===== src/frc_pkg.sv =====
package frc_pkg;

  // sample and coefficient widths
  localparam int unsigned SAMPLE_W   = 16;
  localparam int unsigned GAIN_W     = 16;
  localparam int unsigned COEF_W     = 18;
  localparam int unsigned COEF_IDX_W = 9;
  localparam int unsigned TAPS_DEF   = 80;

  // register indexes
  localparam logic [1:0] REG_IR_SELECT = 2'd0;
  localparam logic [1:0] REG_SEND_GAIN = 2'd1;
  localparam logic [1:0] REG_WET_MIX   = 2'd2;

  // register reset values
  localparam logic [GAIN_W-1:0] SEND_GAIN_RST = 16'd7864;
  localparam logic [GAIN_W-1:0] WET_MIX_RST   = 16'd14418;

  localparam int unsigned VEH_LEN = 26;
  localparam int unsigned URB_LEN = 80;

  // vehicle impulse response, q1.17
  localparam logic [COEF_W-1:0] VEH_COEF [VEH_LEN] = '{
    18'd131072, 18'd39322, 18'd15729, 18'd7864, 18'd3932, 18'd1966, 18'd918,
    18'd459, 18'd236, 18'd118, 18'd66, 18'd33, 18'd16, 18'd8, 18'd4, 18'd2,
    18'd33, 18'd52, 18'd39, 18'd24, 18'd13, 18'd8, 18'd4, 18'd3, 18'd1, 18'd0
  };

  // urban impulse response, q1.17
  localparam logic [COEF_W-1:0] URB_COEF [URB_LEN] = '{
    18'd111411, 18'd55050, 18'd34079, 18'd19661, 18'd11796, 18'd7209,
    18'd4588, 18'd2884, 18'd1835, 18'd1180, 18'd786, 18'd524, 18'd341,
    18'd249, 18'd170, 18'd118, 18'd144, 18'd138, 18'd131, 18'd125, 18'd118,
    18'd111, 18'd105, 18'd98, 18'd92, 18'd85, 18'd79, 18'd72, 18'd66,
    18'd59, 18'd52, 18'd46, 18'd42, 18'd39, 18'd35, 18'd33, 18'd29, 18'd26,
    18'd24, 18'd21, 18'd18, 18'd16, 18'd13, 18'd12, 18'd10, 18'd9, 18'd8,
    18'd7, 18'd5, 18'd5, 18'd4, 18'd4, 18'd3, 18'd3, 18'd3, 18'd2, 18'd2,
    18'd2, 18'd2, 18'd2, 18'd1, 18'd1, 18'd1, 18'd1, 18'd1, 18'd1, 18'd1,
    18'd1, 18'd1, 18'd1, 18'd0, 18'd0, 18'd0, 18'd0, 18'd0, 18'd0, 18'd0,
    18'd0, 18'd0, 18'd0
  };

  // coefficient lookup, taps past the end of a table weigh zero
  function automatic logic [COEF_W-1:0] coef_at(input logic sel,
                                                input logic [COEF_IDX_W-1:0] k);
    logic [COEF_W-1:0] c;
    c = '0;
    if (!sel) begin
      if (k < COEF_IDX_W'(VEH_LEN)) c = VEH_COEF[k[4:0]];
    end else begin
      if (k < COEF_IDX_W'(URB_LEN)) c = URB_COEF[k[6:0]];
    end
    return c;
  endfunction

  // control from the sequencer to the history chain
  typedef struct packed {
    logic en;    // move every cell one place
    logic load;  // head takes a new word instead of the tail
  } chain_ctrl_t;

endpackage


===== src/frc_cell.sv =====
module frc_cell (
  input  logic                              clk_i,
  input  logic                              rst_ni,
  input  logic                              en_i,
  input  logic [frc_pkg::SAMPLE_W-1:0]      d_i,
  output logic [frc_pkg::SAMPLE_W-1:0]      q_o
);

  logic [frc_pkg::SAMPLE_W-1:0] data_q;

  // one history entry
  always_ff @(posedge clk_i or negedge rst_ni) begin
    if (!rst_ni) begin
      data_q <= '0;
    end else if (en_i) begin
      data_q <= d_i;
    end
  end

  assign q_o = data_q;

endmodule


===== src/frc_chain.sv =====
module frc_chain #(
  parameter int unsigned TAPS = frc_pkg::TAPS_DEF
) (
  input  logic                              clk_i,
  input  logic                              rst_ni,
  input  frc_pkg::chain_ctrl_t              ctrl_i,
  input  logic [frc_pkg::SAMPLE_W-1:0]      head_i,
  output logic [frc_pkg::SAMPLE_W-1:0]      tail_o
);

  logic [frc_pkg::SAMPLE_W-1:0] cell_q [TAPS];
  logic [frc_pkg::SAMPLE_W-1:0] head_d;

  // head takes the new word on a shift, the tail word on a rotation
  assign head_d = ctrl_i.load ? head_i : cell_q[TAPS-1];

  for (genvar k = 0; k < TAPS; k++) begin : g_cell
    logic [frc_pkg::SAMPLE_W-1:0] d;
    if (k == 0) begin : g_head
      assign d = head_d;
    end else begin : g_body
      assign d = cell_q[k-1];
    end
    frc_cell u_cell (
      .clk_i  (clk_i),
      .rst_ni (rst_ni),
      .en_i   (ctrl_i.en),
      .d_i    (d),
      .q_o    (cell_q[k])
    );
  end

  assign tail_o = cell_q[TAPS-1];

endmodule


===== config.mk =====
export PLATFORM = sky130hd
export DESIGN_NAME = frc_chain
export DESIGN_NICKNAME = d
export VERILOG_FILES = /design/src/frc_pkg.sv /design/src/frc_cell.sv /design/src/frc_chain.sv
export SDC_FILE = /design/constraint.sdc
export NUM_CORES = 1
export LEC_CHECK = 0
export BUFFER_PORTS_ARGS = -buffer_cell sky130_fd_sc_hd__buf_2
export CORE_MARGIN = 1
export CORE_UTILIZATION = 60
export CTS_BUF_LIST = sky130_fd_sc_hd__clkbuf_4 sky130_fd_sc_hd__clkbuf_8
export DETAILED_ROUTE_END_ITERATION = 7
export PLACE_DENSITY = 0.76
export SLEW_MARGIN = 10
export SYNTH_ARGS = -nofsm -noshare
export SYNTH_HDL_FRONTEND = slang
export SYNTH_SLANG_ARGS = --single-unit
export TNS_END_PERCENT = 20

===== constraint.sdc =====
create_clock -name clk_i -period 0.84 [get_ports clk_i]
set_input_delay 0.126 -clock clk_i [delete_from_list [all_inputs] [get_ports clk_i]]
set_output_delay 0.126 -clock clk_i [all_outputs]
set_load 0.1 [all_outputs]

==> flow_summary.html <==
<table>
<tr><th>Metric</th><th>Value</th></tr>
<tr><th colspan="2">STA</th></tr>
<tr><td>Least-Margin Pin Slew</td><td>between 0.4 and 0.5 ns</td></tr>
<tr><td>Number of max-slew violations in the final report</td><td>0</td></tr>
<tr><td>Setup repair after global routing missed its margin</td><td>true</td></tr>
<tr><td>Relative slew slack</td><td>about 72%</td></tr>
<tr><td>Setup clock skew after layout</td><td>approximately 0.04 ns</td></tr>
<tr><td>Final setup margin</td><td>-0.789 ns</td></tr>
<tr><td>Tcrit/Tclk final</td><td>194%</td></tr>
<tr><td>Maximum achievable frequency</td><td>roughly 610 MHz</td></tr>
<tr><td>Min Hold Slack</td><td>-0.0697 ns</td></tr>
<tr><td>Final hold violation count</td><td>49</td></tr>
<tr><td># setup viols final</td><td>85</td></tr>
<tr><td>Post-layout minimum cycle time</td><td>1.63 ns</td></tr>
<tr><th colspan="2">Yosys</th></tr>
<tr><td>Count of warnings emitted by yosys</td><td>0</td></tr>
<tr><td>Fraction of the mapped netlist area in compound gates</td><td>0.163%</td></tr>
<tr><td>Cell with the most instances after synthesis</td><td>sky130_fd_sc_hd__dfrtp_1</td></tr>
<tr><td>Main combinational cell family by area after synthesis</td><td>multiplexers</td></tr>
<tr><td>Top cells by area in the synthesized netlist</td><td>sky130_fd_sc_hd__dfrtp_1 (65%), sky130_fd_sc_hd__mux2_2 (20%), sky130_fd_sc_hd__mux2_4 (12%)</td></tr>
<tr><td>Syn avg cell area</td><td>roughly 18 um2</td></tr>
<tr><td>Mapped Cells</td><td>2738</td></tr>
<tr><td>Proportion of netlist area held by the largest area contributor</td><td>roughly 65%</td></tr>
<tr><td>Most used flip-flop cell after synthesis</td><td>sky130_fd_sc_hd__dfrtp_1</td></tr>
<tr><td>Number of enable flip-flop cells after synthesis</td><td>0</td></tr>
<tr><td>Mux share of post-synthesis cell area</td><td>roughly 32%</td></tr>
<tr><td>Flops &amp; latches, synth</td><td>between 1000 and 1500</td></tr>
<tr><td>Post-synthesis instance area</td><td>slightly below 50000 um2</td></tr>
<tr><td>Sequential area share after synthesis</td><td>65.0%</td></tr>
<tr><td>Commonest cells in the netlist</td><td>sky130_fd_sc_hd__dfrtp_1 (1280), sky130_fd_sc_hd__mux2_2 (864), sky130_fd_sc_hd__mux2_4 (400)</td></tr>
<tr><td>Adder-Cell Fraction of Synth Area</td><td>0%</td></tr>
<tr><td>Simple-gate share of the synthesized area</td><td>less than 1%</td></tr>
<tr><td>Distinct cells, synth</td><td>9</td></tr>
<tr><td>Xor and xnor area share after synthesis</td><td>0%</td></tr>
<tr><td>Async set-or-reset flop fraction in the synthesized netlist</td><td>100%</td></tr>
<tr><td>Net count after synthesis</td><td>~2800</td></tr>
<tr><td>Library cell with the largest summed area after synthesis</td><td>sky130_fd_sc_hd__dfrtp_1</td></tr>
<tr><th colspan="2">Worst setup path</th></tr>
<tr><td>Worst Reg2Reg Path Length in Cells</td><td>3</td></tr>
<tr><td>Cell with the largest stage delay on the worst path</td><td>sky130_fd_sc_hd__dfrtp_4</td></tr>
<tr><td>Worst reg-to-reg setup slack</td><td>-0.24 ns</td></tr>
<tr><td>Crit Reg-Reg Endpoint</td><td>g_cell[79].u_cell.q_o[8]$_DFFE_PN0P_</td></tr>
<tr><td>Stages on the worst setup path</td><td>1</td></tr>
<tr><td>Buffers plus inverters on the worst setup path</td><td>1</td></tr>
<tr><td>Critical register-to-register path startpoint</td><td>g_cell[79].u_cell.q_o[8]$_DFFE_PN0P_</td></tr>
<tr><td>Sort of element at the start of the critical path</td><td>flop</td></tr>
<tr><td>CP delay by family, top</td><td>flip-flops</td></tr>
<tr><td>Required time of the worst setup path</td><td>0.71 ns</td></tr>
<tr><td>Arrival @ worst endpoint</td><td>around 1.5 ns</td></tr>
<tr><td>Crit path kind</td><td>flop to primary output</td></tr>
<tr><td>Crit path capture</td><td>tail_o[14]</td></tr>
<tr><td>Maximum fanout along the worst path</td><td>2</td></tr>
<tr><td>Endpoint kind of the worst setup timing path</td><td>primary output</td></tr>
<tr><td>Maximum cell stage delay along the critical path</td><td>between 0.5 and 0.6 ns</td></tr>
<tr><td>First element of the critical path</td><td>g_cell[79].u_cell.q_o[14]$_DFFE_PN0P_</td></tr>
<tr><td>Chain of cells forming the critical path</td><td>buf_12</td></tr>
<tr><th colspan="2">Placement</th></tr>
<tr><td>HPWL Detailed</td><td>47.2 mm</td></tr>
<tr><td>Count of input and output buffers</td><td>35</td></tr>
<tr><td>Area post-placement</td><td>about 52000 um2</td></tr>
<tr><td>Final weighted congestion in routability-driven placement</td><td>0.739</td></tr>
<tr><th colspan="2">GRT</th></tr>
<tr><td>GRT Max-Usage Layer</td><td>met2</td></tr>
<tr><td>First-pass GRT wire length</td><td>around 130 mm</td></tr>
<tr><td>Total routing resource utilization after global routing</td><td>between 10% and 20%</td></tr>
<tr><td>Met3 GRT Util</td><td>about 3.5%</td></tr>
<tr><td>Maximum number of pins on one net before global-route repair</td><td>57</td></tr>
<tr><td>Global routing usage on met1</td><td>approximately a quarter</td></tr>
<tr><td>Global Route met2 Usage</td><td>between 30 and 40%</td></tr>
<tr><td>Number of antenna violations at the first check in global routing</td><td>1</td></tr>
<tr><td>Via count of the first global-routing pass</td><td>~26000</td></tr>
<tr><td>Overflow left after global routing</td><td>0</td></tr>
<tr><th colspan="2">Clock tree</th></tr>
<tr><td>Clock transition time at the flip-flop clock pins of the worst setup and hold paths</td><td>roughly 0.070 ns</td></tr>
<tr><td>Clock H-tree levels</td><td>4</td></tr>
<tr><td>Total CTS buffers</td><td>191</td></tr>
<tr><td>Clock latency at the later pin of the worst-skew pair</td><td>between 0.8 and 0.9 ns</td></tr>
<tr><td>CTS tree</td><td>done</td></tr>
<tr><td>Buffer levels on the longest clock path</td><td>3</td></tr>
<tr><td>TritonCTS sink count</td><td>between 1000 and 1500</td></tr>
<tr><td>Cell at the root of the clock tree</td><td>sky130_fd_sc_hd__clkbuf_8</td></tr>
<tr><th colspan="2">Die</th></tr>
<tr><td>Width of the die</td><td>just under 300 um</td></tr>
<tr><td>Starting utilization of the core area</td><td>60.9%</td></tr>
<tr><td>Die extent in y</td><td>around 290 um</td></tr>
<tr><td>Area of the placeable core</td><td>around 81000 um2</td></tr>
<tr><td>Number of rows created at floorplan</td><td>between 100 and 150</td></tr>
<tr><td>Total die area</td><td>between 80000 and 90000 um2</td></tr>
<tr><td>Number of top-level pins</td><td>36</td></tr>
<tr><th colspan="2">Pwr</th></tr>
<tr><td>Switching pwr</td><td>roughly 34 mW</td></tr>
<tr><td>Pwr/cell area</td><td>2630 nW/um2</td></tr>
<tr><td>Tot Pwr</td><td>around 150 mW</td></tr>
<tr><td>Clock network fraction of total power</td><td>between 30% and 40%</td></tr>
<tr><td>Leakage component of the power</td><td>~30 nW</td></tr>
<tr><td>Sequential power share</td><td>51.6%</td></tr>
<tr><td>Internal power</td><td>about 120 mW</td></tr>
<tr><td>Maximum vdd drop</td><td>approximately 2100 uV</td></tr>
<tr><td>Proportion of total power due to net switching</td><td>a little under a quarter</td></tr>
<tr><td>Combinational Power Share</td><td>between 10% and 20%</td></tr>
<tr><th colspan="2">Finish</th></tr>
<tr><td># fillers</td><td>between 4000 and 5000</td></tr>
<tr><td>Register area</td><td>between 30000 and 40000 um2</td></tr>
<tr><td>Layout overhead on the synthesized area</td><td>15.8%</td></tr>
<tr><td>Max FFs per register</td><td>around 1300</td></tr>
<tr><td>Share of layout cells above drive strength 1</td><td>between 50% and 60%</td></tr>
<tr><td>Summed area of non-filler cells in the final layout</td><td>around 57000 um2</td></tr>
<tr><td>Final layout net count</td><td>between 3000 and 4000</td></tr>
<tr><td>Area of the multi-input gates</td><td>between 15000 and 20000 um2</td></tr>
<tr><th colspan="2">Status</th></tr>
<tr><td>Failing checks</td><td>negative hold slack, negative setup slack</td></tr>
<tr><td>Status</td><td>finished, violations left</td></tr>
<tr><th colspan="2">Routing</th></tr>
<tr><td>Routed wire per std cell</td><td>between 15 and 20 um</td></tr>
<tr><td>Vias after detailed routing</td><td>~23000</td></tr>
<tr><td>Residual DRC</td><td>0</td></tr>
<tr><td>Number of detailed-route iterations in the first pass</td><td>6</td></tr>
<tr><td>Via-to-Cell Ratio</td><td>5.29</td></tr>
<tr><td>WL final</td><td>roughly 75 mm</td></tr>
<tr><td>Initial DRC count</td><td>~760</td></tr>
<tr><td>Detail Route Antenna Nets</td><td>0</td></tr>
<tr><th colspan="2">Min path</th></tr>
<tr><td>Type of the tightest min-delay check</td><td>primary input to flop</td></tr>
<tr><th colspan="2">Run</th></tr>
<tr><td>Count of maximum capacitance violations</td><td>0</td></tr>
</table>
## area by class of cell
cell class / count / area share (%)
well taps: 1060 / 2.33
multi-input cells: 1312 / 28.3
clock inverters: 27 / 0.412
flip-flops and latches: 1280 / 56.3
diodes: 1 / 0.00439
clock buffers: 310 / 6.85
repair buffers: 285 / 5.88
## worst min path at each step
stage / from / end / cells past startpoint
3_3_place_gp: rst_ni / g_cell[36].u_cell.q_o[5]$_DFFE_PN0P_ / 2
6_report: ctrl_i[1] / g_cell[7].u_cell.q_o[13]$_DFFE_PN0P_ / 3
5_1_grt: ctrl_i[1] / g_cell[7].u_cell.q_o[13]$_DFFE_PN0P_ / 3
4_1_cts: ctrl_i[1] / g_cell[6].u_cell.q_o[11]$_DFFE_PN0P_ / 3
2_1_floorplan: rst_ni / g_cell[0].u_cell.q_o[0]$_DFFE_PN0P_ / 0
3_5_place_dp: rst_ni / g_cell[36].u_cell.q_o[5]$_DFFE_PN0P_ / 2
## power by group through the flow
stage	clock network (mW)	registers (mW)	logic, mW
3_3_place_gp	0	77.8	18.6
3_5_place_dp	0	78.3	19.5
6_report	52.9	77.2	19.6
5_1_grt	57.2	78.3	21.2
4_1_cts	54.5	77.4	19.8
2_1_floorplan	0	75.8	16.1
## worst reg2reg max path, stage by stage, from the launching register on
cell and delay, ns:
sky130_fd_sc_hd__dfrtp_4 0.50, sky130_fd_sc_hd__buf_6 0.12, sky130_fd_sc_hd__buf_6 0.10, sky130_fd_sc_hd__mux2_2 0.25
## cells in the final DEF, fill, tap and decap left out, drive strengths merged
cell and instances:
a21oi 16, buf 244, bufinv 2, clkbuf 311, clkinv 17, clkinvlp 4, dfrtp 1280, diode 1
dlygate4sd3 39, dlymetal6s4s 1, inv 4, mux2 1264, mux2i 16, nor2 16
## logic make-up after synthesis
family,after synthesis
AO/OA/AOI/OAI,16
buffers and inverters,146
flip-flops,1280
multiplexers,1280
AND/OR/NAND/NOR,16
## layer usage
layer  vias up  wire length, um
met2       220            37200
met5         -                0
met3       115             2080
li1      10359                -
met1     11909            34600
met4         0             1460
## through the flow
| step | cells | worst slack, ns | utilization (%) | hold WS [ns] | setup TNS (ns) |
|---|---|---|---|---|---|
| global route | 4275 | -0.858 | 70.5 | -0.122 | -21.47 |
| finish | 4275 | -0.789 | 70.5 | -0.0697 | -21.09 |
| floorplan | 2738 | -0.247 | - | -0.170 | -259.69 |
| CTS | 4260 | -0.879 | 70.2 | -0.212 | -19.73 |
| detailed placement | 3882 | -0.473 | 64.5 | 0.204 | -468.08 |
| global placement | 3882 | -0.425 | 64.5 | 0.208 | -450.04 |
## timing repair
action                                  4_1_cts  5_1_grt
buffers inserted                              8        3
cloned                                        0        1
pin swaps                                     8        5
hold endpoints to repair                   1653      200
endpoints found under the setup margin       44      136
resized for setup                            15       13
hold buffers                                 33       11
(Power assumes the default switching activity.)
